==> config.mk <==
export PLATFORM = sky130hd
export DESIGN_NAME = obj_face_fan_triangulator
export DESIGN_NICKNAME = d
export VERILOG_FILES = /design/src/rtl/offt_pkg.sv /design/src/rtl/offt_front.sv /design/src/rtl/offt_queue.sv /design/src/rtl/offt_back.sv /design/src/rtl/obj_face_fan_triangulator.sv
export SDC_FILE = /design/constraint.sdc
export NUM_CORES = 2
export LEC_CHECK = 0
export ABC_CLOCK_PERIOD_IN_PS = 42400
export BUFFER_PORTS_ARGS = -buffer_cell sky130_fd_sc_hd__clkbuf_2
export CAP_MARGIN = 0
export CORE_MARGIN = 2
export CORE_UTILIZATION = 50
export DETAILED_ROUTE_END_ITERATION = 12
export PLACE_DENSITY_LB_ADDON = 0.05
export SYNTH_ARGS = -nofsm -noshare
export SYNTH_HDL_FRONTEND = slang
export SYNTH_HIERARCHICAL = 1
export SYNTH_SLANG_ARGS = --single-unit
==> constraint.sdc <==
create_clock -name clk_i -period 42.4 [get_ports clk_i]
set_input_delay 2.12 -clock clk_i [delete_from_list [all_inputs] [get_ports clk_i]]
set_output_delay 2.12 -clock clk_i [all_outputs]
set_load 0.05 [all_outputs]
==> src/rtl/offt_pkg.sv <==
// Shared types and constants for the OBJ face fan triangulator.
// Holds widths, character codes, parser states and the front-to-back bundle.
// No dependencies.
`timescale 1ns / 1ps
`default_nettype none

package offt_pkg;

  localparam int unsigned IDX_W       = 25;
  localparam int unsigned ACC_W       = IDX_W - 1;
  localparam int unsigned OFF_W       = 32;
  localparam int unsigned IN_DATA_W   = 8;
  localparam int unsigned TRI_W       = 9 * IDX_W;
  localparam int unsigned OUT_DATA_W  = ((TRI_W + OFF_W + 7) / 8) * 8;
  localparam int unsigned QUEUE_DEPTH = 4;
  localparam int unsigned QPTR_W      = $clog2(QUEUE_DEPTH);
  localparam int unsigned QCNT_W      = $clog2(QUEUE_DEPTH + 1);

  localparam logic [7:0] CH_F     = 8'h66;
  localparam logic [7:0] CH_O     = 8'h6F;
  localparam logic [7:0] CH_G     = 8'h67;
  localparam logic [7:0] CH_SLASH = 8'h2F;
  localparam logic [7:0] CH_MINUS = 8'h2D;
  localparam logic [7:0] CH_CR    = 8'h0D;
  localparam logic [7:0] CH_LF    = 8'h0A;
  localparam logic [7:0] CH_SP    = 8'h20;
  localparam logic [7:0] CH_TAB   = 8'h09;
  localparam logic [7:0] CH_0     = 8'h30;
  localparam logic [7:0] CH_9     = 8'h39;

  typedef enum logic [1:0] {
    KIND_TRI = 2'd0,
    KIND_OBJ = 2'd1,
    KIND_END = 2'd2
  } kind_e;

  typedef enum logic [2:0] {
    M_START,
    M_SKIP,
    M_FKEY,
    M_OKEY,
    M_GAP,
    M_NUM_START,
    M_NUM_DIGITS
  } mode_e;

  // One corner, position in the low bits.
  typedef struct packed {
    logic [IDX_W-1:0] nrm;
    logic [IDX_W-1:0] tex;
    logic [IDX_W-1:0] pos;
  } corner_t;

  // One triangle, corner a in the low bits.
  typedef struct packed {
    corner_t c;
    corner_t b;
    corner_t a;
  } tri_t;

  // Everything one text byte causes: an optional triangle or object start,
  // then an optional end of text.
  typedef struct packed {
    logic             has_first;
    logic             first_obj;
    logic             has_end;
    tri_t             tri_data;
    logic [OFF_W-1:0] first_off;
    logic [OFF_W-1:0] end_off;
  } bundle_t;

endpackage

`default_nettype wire

==> src/rtl/offt_front.sv <==
// Front end: classifies each text byte, parses corner groups and fans them
// into triangles. Pushes one result bundle per byte that causes output.
// Depends on offt_pkg.
`timescale 1ns / 1ps
`default_nettype none

module offt_front (
  input  logic               clk_i,
  input  logic               rst_ni,
  input  logic               accept_i,
  input  logic [7:0]         byte_i,
  input  logic               eot_i,
  output logic               push_o,
  output offt_pkg::bundle_t  bundle_o
);
  import offt_pkg::*;

  mode_e              mode_q, mode_d, mode_pre, num_mode;
  logic [ACC_W-1:0]   acc_q, acc_d;
  logic               neg_q, neg_d;
  logic [1:0]         slot_q, slot_d, slot_eff;
  logic [1:0]         cnt_q, cnt_d;
  logic [OFF_W-1:0]   off_q, off_d;
  logic [IDX_W-1:0]   cur_q [3];
  logic [IDX_W-1:0]   cur_d [3];
  corner_t            first_q, first_d, prev_q, prev_d;

  logic is_blank, is_cr, is_lf, is_digit, is_slash, is_minus;
  logic num_byte, start_corner, face_start, obj_emit, fin, tri_emit;
  logic [ACC_W+3:0] prod;
  tri_t             tri_out;
  logic [OFF_W-1:0] end_off;

  function automatic logic [IDX_W-1:0] field_value(logic [ACC_W-1:0] mag, logic neg);
    logic [IDX_W-1:0] ext;
    ext = {1'b0, mag};
    return neg ? ~ext : ext - IDX_W'(1);
  endfunction

  assign is_blank = (byte_i == CH_SP) || (byte_i == CH_TAB);
  assign is_cr    = (byte_i == CH_CR);
  assign is_lf    = (byte_i == CH_LF);
  assign is_digit = byte_i inside {[CH_0:CH_9]};
  assign is_slash = (byte_i == CH_SLASH);
  assign is_minus = (byte_i == CH_MINUS);

  assign slot_eff = start_corner ? 2'd0 : slot_q;

  // Next line mode and byte classification.
  always_comb begin
    num_byte     = 1'b0;
    start_corner = 1'b0;
    face_start   = 1'b0;
    obj_emit     = 1'b0;
    mode_pre     = mode_q;
    case (mode_q)
      M_START: begin
        if (byte_i == CH_F) mode_pre = M_FKEY;
        else if (byte_i == CH_O || byte_i == CH_G) mode_pre = M_OKEY;
        else if (!is_lf) mode_pre = M_SKIP;
      end
      M_FKEY: begin
        if (is_blank) begin
          mode_pre   = M_GAP;
          face_start = 1'b1;
        end else mode_pre = is_lf ? M_START : M_SKIP;
      end
      M_OKEY: begin
        if (is_blank) begin
          obj_emit = 1'b1;
          mode_pre = M_SKIP;
        end else mode_pre = is_lf ? M_START : M_SKIP;
      end
      M_GAP: begin
        if (is_lf) mode_pre = M_START;
        else if (!is_blank && !is_cr) begin
          start_corner = 1'b1;
          num_byte     = 1'b1;
        end
      end
      M_NUM_START, M_NUM_DIGITS: num_byte = 1'b1;
      default: mode_pre = is_lf ? M_START : M_SKIP;
    endcase

    num_mode = start_corner ? M_NUM_START : mode_q;
    if (num_byte) begin
      mode_pre = num_mode;
      if (is_digit) mode_pre = M_NUM_DIGITS;
      else if (is_slash && slot_eff < 2'd2) mode_pre = M_NUM_START;
      else if (is_blank || is_cr) mode_pre = M_GAP;
      else if (is_lf) mode_pre = M_START;
    end

    fin = (num_byte && (is_blank || is_cr || is_lf)) ||
          (eot_i && (mode_pre == M_NUM_START || mode_pre == M_NUM_DIGITS));
    mode_d = eot_i ? M_START : mode_pre;
  end

  // Number accumulation, corner storage and fan output.
  always_comb begin
    acc_d    = start_corner ? '0 : acc_q;
    neg_d    = start_corner ? 1'b0 : neg_q;
    slot_d   = slot_eff;
    cnt_d    = face_start ? 2'd0 : cnt_q;
    off_d    = off_q;
    first_d  = first_q;
    prev_d   = prev_q;
    tri_emit = 1'b0;
    tri_out  = '0;
    prod     = '0;
    for (int i = 0; i < 3; i++) cur_d[i] = start_corner ? '1 : cur_q[i];

    if (num_byte) begin
      if (is_digit) begin
        prod  = ({4'b0, acc_d} << 3) + ({4'b0, acc_d} << 1) +
                (ACC_W+4)'(byte_i - CH_0);
        acc_d = (prod[ACC_W+3:ACC_W] != 4'd0) ? '1 : prod[ACC_W-1:0];
      end else if (is_minus && num_mode == M_NUM_START) begin
        neg_d = 1'b1;
      end else if (is_slash && slot_d < 2'd2) begin
        for (int i = 0; i < 3; i++)
          if (slot_d == 2'(i)) cur_d[i] = field_value(acc_d, neg_d);
        slot_d = slot_d + 2'd1;
        acc_d  = '0;
        neg_d  = 1'b0;
      end
    end

    if (fin) begin
      for (int i = 0; i < 3; i++)
        if (slot_d == 2'(i)) cur_d[i] = field_value(acc_d, neg_d);
      case (cnt_d)
        2'd0: begin
          first_d = '{nrm: cur_d[2], tex: cur_d[1], pos: cur_d[0]};
          cnt_d   = 2'd1;
        end
        2'd1: begin
          prev_d = '{nrm: cur_d[2], tex: cur_d[1], pos: cur_d[0]};
          cnt_d  = 2'd2;
        end
        default: begin
          tri_emit = 1'b1;
          tri_out  = '{c: '{nrm: cur_d[2], tex: cur_d[1], pos: cur_d[0]},
                       b: prev_d, a: first_d};
          prev_d   = '{nrm: cur_d[2], tex: cur_d[1], pos: cur_d[0]};
          off_d    = off_d + OFF_W'(3);
        end
      endcase
    end

    end_off = off_d;
    if (eot_i) begin
      acc_d  = '0;
      neg_d  = 1'b0;
      slot_d = 2'd0;
      cnt_d  = 2'd0;
      off_d  = '0;
    end
  end

  assign push_o             = accept_i && (tri_emit || obj_emit || eot_i);
  assign bundle_o.has_first = tri_emit || obj_emit;
  assign bundle_o.first_obj = obj_emit;
  assign bundle_o.has_end   = eot_i;
  assign bundle_o.tri_data  = tri_out;
  assign bundle_o.first_off = obj_emit ? off_q : '0;
  assign bundle_o.end_off   = end_off;

  always_ff @(posedge clk_i or negedge rst_ni) begin
    if (!rst_ni) begin
      mode_q <= M_START;
      acc_q  <= '0;
      neg_q  <= 1'b0;
      slot_q <= 2'd0;
      cnt_q  <= 2'd0;
      off_q  <= '0;
    end else if (accept_i) begin
      mode_q <= mode_d;
      acc_q  <= acc_d;
      neg_q  <= neg_d;
      slot_q <= slot_d;
      cnt_q  <= cnt_d;
      off_q  <= off_d;
    end
  end

  always_ff @(posedge clk_i) begin
    if (accept_i) begin
      for (int i = 0; i < 3; i++) cur_q[i] <= cur_d[i];
      first_q <= first_d;
      prev_q  <= prev_d;
    end
  end

endmodule

`default_nettype wire

==> src/rtl/offt_queue.sv <==
// Short FIFO of result bundles between front and back end.
// Register array with read and write pointers and an occupancy count.
// Depends on offt_pkg.
`timescale 1ns / 1ps
`default_nettype none

module offt_queue (
  input  logic               clk_i,
  input  logic               rst_ni,
  input  logic               push_i,
  input  offt_pkg::bundle_t  data_i,
  input  logic               pop_i,
  output offt_pkg::bundle_t  head_o,
  output logic               full_o,
  output logic               empty_o
);
  import offt_pkg::*;

  bundle_t           entries_q [QUEUE_DEPTH];
  logic [QPTR_W-1:0] wr_ptr_q, wr_ptr_d, rd_ptr_q, rd_ptr_d;
  logic [QCNT_W-1:0] count_q, count_d;

  assign full_o  = (count_q == QCNT_W'(QUEUE_DEPTH));
  assign empty_o = (count_q == '0);
  assign head_o  = entries_q[rd_ptr_q];

  always_comb begin
    wr_ptr_d = push_i ? wr_ptr_q + QPTR_W'(1) : wr_ptr_q;
    rd_ptr_d = pop_i ? rd_ptr_q + QPTR_W'(1) : rd_ptr_q;
    count_d  = count_q + QCNT_W'(push_i) - QCNT_W'(pop_i);
  end

  always_ff @(posedge clk_i or negedge rst_ni) begin
    if (!rst_ni) begin
      wr_ptr_q <= '0;
      rd_ptr_q <= '0;
      count_q  <= '0;
    end else begin
      wr_ptr_q <= wr_ptr_d;
      rd_ptr_q <= rd_ptr_d;
      count_q  <= count_d;
    end
  end

  always_ff @(posedge clk_i) begin
    if (push_i) entries_q[wr_ptr_q] <= data_i;
  end

endmodule

`default_nettype wire

==> src/rtl/offt_back.sv <==
// Back end: unpacks queued bundles into single results on the output
// register, one result per cycle while the consumer is ready. Depends on offt_pkg.
`timescale 1ns / 1ps
`default_nettype none

module offt_back (
  input  logic                              clk_i,
  input  logic                              rst_ni,
  input  offt_pkg::bundle_t                 head_i,
  input  logic                              empty_i,
  output logic                              pop_o,
  input  logic                              m_axis_tready_i,
  output logic                              m_axis_tvalid_o,
  output logic [offt_pkg::OUT_DATA_W-1:0]   m_axis_tdata_o,
  output logic [1:0]                        m_axis_tuser_o,
  output logic                              m_axis_tlast_o
);
  import offt_pkg::*;

  logic                  valid_q, valid_d;
  logic                  phase_q, phase_d;
  logic [OUT_DATA_W-1:0] data_q, data_d;
  kind_e                 kind_q, kind_d;
  logic                  last_q, last_d;
  logic                  sel_first, is_last, load;

  assign sel_first = head_i.has_first && !phase_q;
  assign is_last   = !(sel_first && head_i.has_end);
  assign load      = !empty_i && (!valid_q || m_axis_tready_i);
  assign pop_o     = load && is_last;

  always_comb begin
    valid_d = load || (valid_q && !m_axis_tready_i);
    phase_d = load ? !is_last : phase_q;
    if (sel_first) begin
      kind_d = head_i.first_obj ? KIND_OBJ : KIND_TRI;
      data_d = OUT_DATA_W'({head_i.first_off, head_i.tri_data});
    end else begin
      kind_d = KIND_END;
      data_d = OUT_DATA_W'({head_i.end_off, tri_t'('0)});
    end
    last_d = is_last;
  end

  always_ff @(posedge clk_i or negedge rst_ni) begin
    if (!rst_ni) begin
      valid_q <= 1'b0;
      phase_q <= 1'b0;
    end else begin
      valid_q <= valid_d;
      phase_q <= phase_d;
    end
  end

  always_ff @(posedge clk_i) begin
    if (load) begin
      data_q <= data_d;
      kind_q <= kind_d;
      last_q <= last_d;
    end
  end

  assign m_axis_tvalid_o = valid_q;
  assign m_axis_tdata_o  = data_q;
  assign m_axis_tuser_o  = kind_q;
  assign m_axis_tlast_o  = last_q;

endmodule

`default_nettype wire

==> src/rtl/obj_face_fan_triangulator.sv <==
// Wavefront OBJ face fan triangulator, top level. Depends on offt_pkg,
// offt_front, offt_queue and offt_back.
`timescale 1ns / 1ps
`default_nettype none

// The block takes OBJ text one byte per cycle on the slave stream (tlast marks
// the last byte of a text) and returns results on the master stream. Face lines
// ("f" then blank) yield one triangle per corner after the second, built from
// the first, the previous and the current corner; each part is the decimal
// value minus one, saturated at the index range, and -1 where absent. Lines
// starting "o" or "g" then blank yield an object start carrying the running
// index offset (grows by three per triangle, wraps at 2^32). The last byte of a
// text closes any open corner and yields an end result with the total count,
// after which the parser is back in its reset state. Each byte is processed in
// the cycle it is accepted, so input runs at one byte per clock; the output
// register delivers one result per clock while the consumer is ready; a byte
// causing two results (a triangle or object start plus the end of text) yields both in turn.
// A four-entry bundle queue decouples the parser from the output side, so a
// stalled consumer stops input only once that queue is full. Results for one
// byte leave in order, with tlast on the last of them. Corner fields of a
// non-triangle result and the offset of a triangle read as zero.
module obj_face_fan_triangulator (
  input  logic                              clk_i,
  input  logic                              rst_ni,
  input  logic                              s_axis_tvalid_i,
  output logic                              s_axis_tready_o,
  input  logic [offt_pkg::IN_DATA_W-1:0]    s_axis_tdata_i,   // [7:0] text_byte
  input  logic                              s_axis_tlast_i,   // end_of_text
  output logic                              m_axis_tvalid_o,
  input  logic                              m_axis_tready_i,
  // [24:0] pos_a, [49:25] tex_a, [74:50] nrm_a, [99:75] pos_b, [124:100] tex_b,
  // [149:125] nrm_b, [174:150] pos_c, [199:175] tex_c, [224:200] nrm_c,
  // [256:225] index_offset, rest zero
  output logic [offt_pkg::OUT_DATA_W-1:0]   m_axis_tdata_o,
  output logic [1:0]                        m_axis_tuser_o,   // [1:0] kind
  output logic                              m_axis_tlast_o    // final_res
);
  import offt_pkg::*;

  logic    accept;
  logic    push, pop;
  logic    q_full, q_empty;
  bundle_t push_data, head;

  // Take a byte whenever the queue has room for what it may cause.
  assign s_axis_tready_o = !q_full;
  assign accept          = s_axis_tvalid_i && s_axis_tready_o;

  offt_front u_front (
    .clk_i    (clk_i),
    .rst_ni   (rst_ni),
    .accept_i (accept),
    .byte_i   (s_axis_tdata_i),
    .eot_i    (s_axis_tlast_i),
    .push_o   (push),
    .bundle_o (push_data)
  );

  offt_queue u_queue (
    .clk_i   (clk_i),
    .rst_ni  (rst_ni),
    .push_i  (push),
    .data_i  (push_data),
    .pop_i   (pop),
    .head_o  (head),
    .full_o  (q_full),
    .empty_o (q_empty)
  );

  offt_back u_back (
    .clk_i           (clk_i),
    .rst_ni          (rst_ni),
    .head_i          (head),
    .empty_i         (q_empty),
    .pop_o           (pop),
    .m_axis_tready_i (m_axis_tready_i),
    .m_axis_tvalid_o (m_axis_tvalid_o),
    .m_axis_tdata_o  (m_axis_tdata_o),
    .m_axis_tuser_o  (m_axis_tuser_o),
    .m_axis_tlast_o  (m_axis_tlast_o)
  );

  // Never write a full queue or read an empty one.
  a_no_overflow: assert property (@(posedge clk_i) disable iff (!rst_ni)
    push |-> !q_full) else $error("bundle queue overflow");

  a_no_underflow: assert property (@(posedge clk_i) disable iff (!rst_ni)
    pop |-> !q_empty) else $error("bundle queue underflow");

  // An end-of-text result always closes its byte's results.
  a_end_is_last: assert property (@(posedge clk_i) disable iff (!rst_ni)
    (m_axis_tvalid_o && m_axis_tuser_o == KIND_END) |-> m_axis_tlast_o)
    else $error("end result without tlast");

  // Triangles carry no offset.
  a_tri_no_offset: assert property (@(posedge clk_i) disable iff (!rst_ni)
    (m_axis_tvalid_o && m_axis_tuser_o == KIND_TRI) |->
      (m_axis_tdata_o[TRI_W +: OFF_W] == '0))
    else $error("triangle with nonzero offset");

endmodule

`default_nettype wire
==> results.sh <==
export IMPL_outcome="finished clean"
export IMPL_fin_nets=4660
export IMPL_seq_area_frac_synth_pct=70.41
export IMPL_grt_first_pass_wirelength_um=260500
export IMPL_drt_iter0_markers=3470
export IMPL_cts_made_buffers=177
export IMPL_critPathSlowestCell="xor2_1"
export IMPL_cts_sinks=1726
export IMPL_fmax_ghz=0.1051
export IMPL_critPathTopFamily="simple AND/OR/NAND/NOR gates"
export IMPL_critPathRequiredTime_ns=42.96
export IMPL_ys_flop_type="edfxtp_1"
export IMPL_yosysWarnings=6
export IMPL_die_w_um=386.3
export IMPL_arrival_ns=10.07
export IMPL_ctsResizeCount=0
export IMPL_synth_edf_count=1653
export IMPL_grt_overflow=0
export IMPL_drt_pass1_iter_count=5
export IMPL_postCtsHoldBufs=0
export IMPL_grt_pass1_vias=37980
export IMPL_root_buffer="clkbuf_16"
export IMPL_async_flop_share_pct=4.229
export IMPL_place_area_sq_um=76170
export IMPL_cp_start_kind="primary input"
export IMPL_dp_slack_ns=32.22
export IMPL_synthCells=4300
export IMPL_fp_dieArea_sq_um=149300
export IMPL_slew_headroom_pct=9.625
export IMPL_whs_ns=0.5076
export IMPL_drc_errors=0
export IMPL_grt_antenna_before_repair=5
export IMPL_core_area_sq_um=145400
export IMPL_vias=38960
export IMPL_reg2reg_depth=23
export IMPL_rsz0062_at_grt="no"
export IMPL_n_fill_cell=11400
export IMPL_synth_area_sq_um=73090
export IMPL_utilization_pct=56.23
export IMPL_dp_hpwl_um=107800
export IMPL_path_clk_slew_ns=0.06
export IMPL_gp_congestion=0.8958
export IMPL_synth_ff_latch_count=1726
export IMPL_total_power_mw=5.250
export IMPL_p_leak_nw=29.61
export IMPL_crit_cells=25
export IMPL_h_tree_depth=4
export IMPL_wl_um=176200
export IMPL_instances_no_fill=6640
export IMPL_drive_above_1_share_pct=18.77
export IMPL_fin_tns_setup_ns=0
export IMPL_synth_cell_types=99
export IMPL_cts_tree="done"
export IMPL_tightest_slew_ns=1.345
export IMPL_critPathBufInv=3
export IMPL_worst_setup_path_type="in2reg"
export IMPL_cts_buffer_depth=3
export IMPL_via_per_inst=5.867
export IMPL_setup_slack_ns=32.88
export IMPL_cpPeakStageDelay_ns=0.76
export IMPL_io_buffers=274
export IMPL_cts_setup_buffers=0
export IMPL_finClkSkew_ns=0.03774
export IMPL_hold_violations=0
export IMPL_multiInputGateArea_sq_um=19990
export IMPL_placedCellCount=6317
export IMPL_postSynthAreaPerCell_sq_um=17.00
export IMPL_powerDensity_nw_per_um2=64.22
export IMPL_hp_class="reg2reg"
export IMPL_fp_row_count=140
export IMPL_die_h_um=386.3
export IMPL_final_area_sq_um=81760
export IMPL_insertion_delay_ns=0.82
export IMPL_end_kind="flop"
export IMPL_cp_max_fo=56
export IMPL_min_period_ns=9.519
export IMPL_area_growth_pct=11.85
export IMPL_grt_usage_pct=23.78
export IMPL_holdPathStages=1
export IMPL_ir_drop_uv=60.80
export IMPL_num_io_pins=282
export IMPL_grt_max_degree=186
export IMPL_regArea_sq_um=51470
export IMPL_wl_per_cell_um=26.54
export IMPL_ant_nets=0
export IMPL_drv_cap=0
export IMPL_post_route_period_util_pct=22.45
export IMPL_finalMaxSlewViolations=0
export IMPL_finalSetupViolCount=0
export IMPL_start_util_pct=50.27
==> worst register-to-register path: stages (launching register included) <==
cell	delay, ns
dfrtp_1	0.50
nand2b_1	0.27
a311oi_4	0.36
nand2_1	0.09
buf_4	0.34
and2_1	0.35
fa_1	0.49
ha_1	0.44
and4_1	0.32
or3b_1	0.41
nand4b_1	0.19
o211ai_1	0.16
xnor2_1	0.18
and4_1	0.64
a21oi_1	0.15
a21oi_1	0.43
ha_1	0.31
o21ai_2	0.08
or4_1	0.42
o22ai_2	0.39
a31oi_1	0.17
xor2_1	0.76
nor2_1	0.13
a211oi_1	0.43
==> cells in the mapped netlist (20+ instances only) <==
library cell	n	area, sq um
a21o_1	25	187.7
a21oi_1	130	650.6
a31oi_1	22	137.6
and2_1	434	2715
and3_1	58	362.9
buf_2	45	225.2
buf_6	55	619.3
clkbuf_1	142	533.0
dfrtp_1	73	1827
edfxtp_1	1653	49640
ha_1	60	750.7
inv_1	63	236.5
mux2_4	32	480.5
mux2i_1	68	680.7
mux4_1	134	3521
mux4_2	158	3558
nand2_1	193	724.4
nand3_1	37	185.2
nor2_1	230	863.3
nor3_1	41	205.2
o211ai_1	23	172.7
o21ai_0	123	615.6
o22ai_1	32	200.2
o2bb2ai_1	44	385.4
or3_1	20	125.1
xnor2_1	52	455.4
xor2_1	46	402.9
==> where the power goes <==
group          switching, mW  internal (mW)  total [mW]
clock network          0.641          0.856        1.50
registers             0.0966           2.20        2.29
logic                  0.988          0.472        1.46
total                   1.73           3.52        5.25
==> per-layer routing <==
metal	global-route usage, %	part of all wire, %	up-vias
met4	6.417	2.3	0
met2	36.28	46	1261
met1	35.75	46	20060
met5	0	0	-
met3	3.852	5.9	225
li1	-	-	17420
==> state kept, by name (all words and copies together) (netlist names), 3 cells and up <==
name	count
u_queue/entries_q	1168
u_back/m_axis_tdata_o	257
u_front/cur_q	75
u_front/first_q	75
u_front/prev_q	75
u_front/off_q	32
u_front/acc_q	24
u_front/mode_q	3
u_queue/count_q	3
==> logic make-up (layout without fill, tap and decap cells) <==
kind of cell / count (synthesis) / in the layout / share of synthesized area (%)
adders and majority gates: 68 / 68 / 1.246
AOI/OAI and AO/OA: 576 / 576 / 5.269
and+or+nand+nor: 1098 / 1098 / 7.992
xor gates and xnor gates: 102 / 102 / 1.263
muxes: 399 / 399 / 11.38
buffers and inverters: 330 / 745 / 2.434
other: 1 / 9 / 0.005130
DFF: 1726 / 1726 / 70.41
==> layout make-up <==
| type | count | area share, % |
|---|---|---|
| diodes | 2 | 0.006122 |
| clock buffers | 217 | 5.756 |
| clock inverters | 104 | 1.077 |
| inverters | 63 | 0.2892 |
| multi-input cells | 2250 | 24.46 |
| flip-flops and latches | 1726 | 62.96 |
| well taps | 1917 | 2.934 |
| repair buffers | 361 | 2.525 |
==> placed cells by master, fill, tap and decap left out, drive strengths merged, types with 10 or more instances in the layout <==
cell type	n
edfxtp	1653
clkbuf	490
and2	434
mux4	292
nor2	230
nand2	193
o21ai	144
a21oi	131
buf	88
clkinv	83
dfrtp	73
mux2i	68
inv	67
ha	60
and3	58
xnor2	54
xor2	48
o2bb2ai	44
nor3	42
mux2	39
nand3	37
o22ai	34
a21o	25
o211ai	24
a31oi	22
or3	21
a211oi	21
a31o	19
o21a	15
nand4	14
bufinv	11
nand2b	11
a22o	11
nor4	11
or2	10
nor2b	10
==> path summary, 6_finish.rpt <==
kind                                                    start                                   to  slack [ns]
worst max-delay path                        s_axis_tdata_i[1]  u_queue/entries_q[1][228]$_DFFE_PP_       32.88
worst min-delay path            u_front/slot_q[0]$_DFFE_PN0P_        u_front/slot_q[0]$_DFFE_PN0P_        0.51
worst max register to register  u_front/mode_q[1]$_DFFE_PN0P_  u_queue/entries_q[1][228]$_DFFE_PP_       34.15
worst min register to register  u_front/slot_q[0]$_DFFE_PN0P_        u_front/slot_q[0]$_DFFE_PN0P_        0.51
max in group asynchronous                              rst_ni      u_queue/rd_ptr_q[1]$_DFFE_PN0P_       39.94
min in group asynchronous                              rst_ni        u_front/off_q[14]$_DFFE_PN0P_        1.14
(Power assumes the default switching activity.)
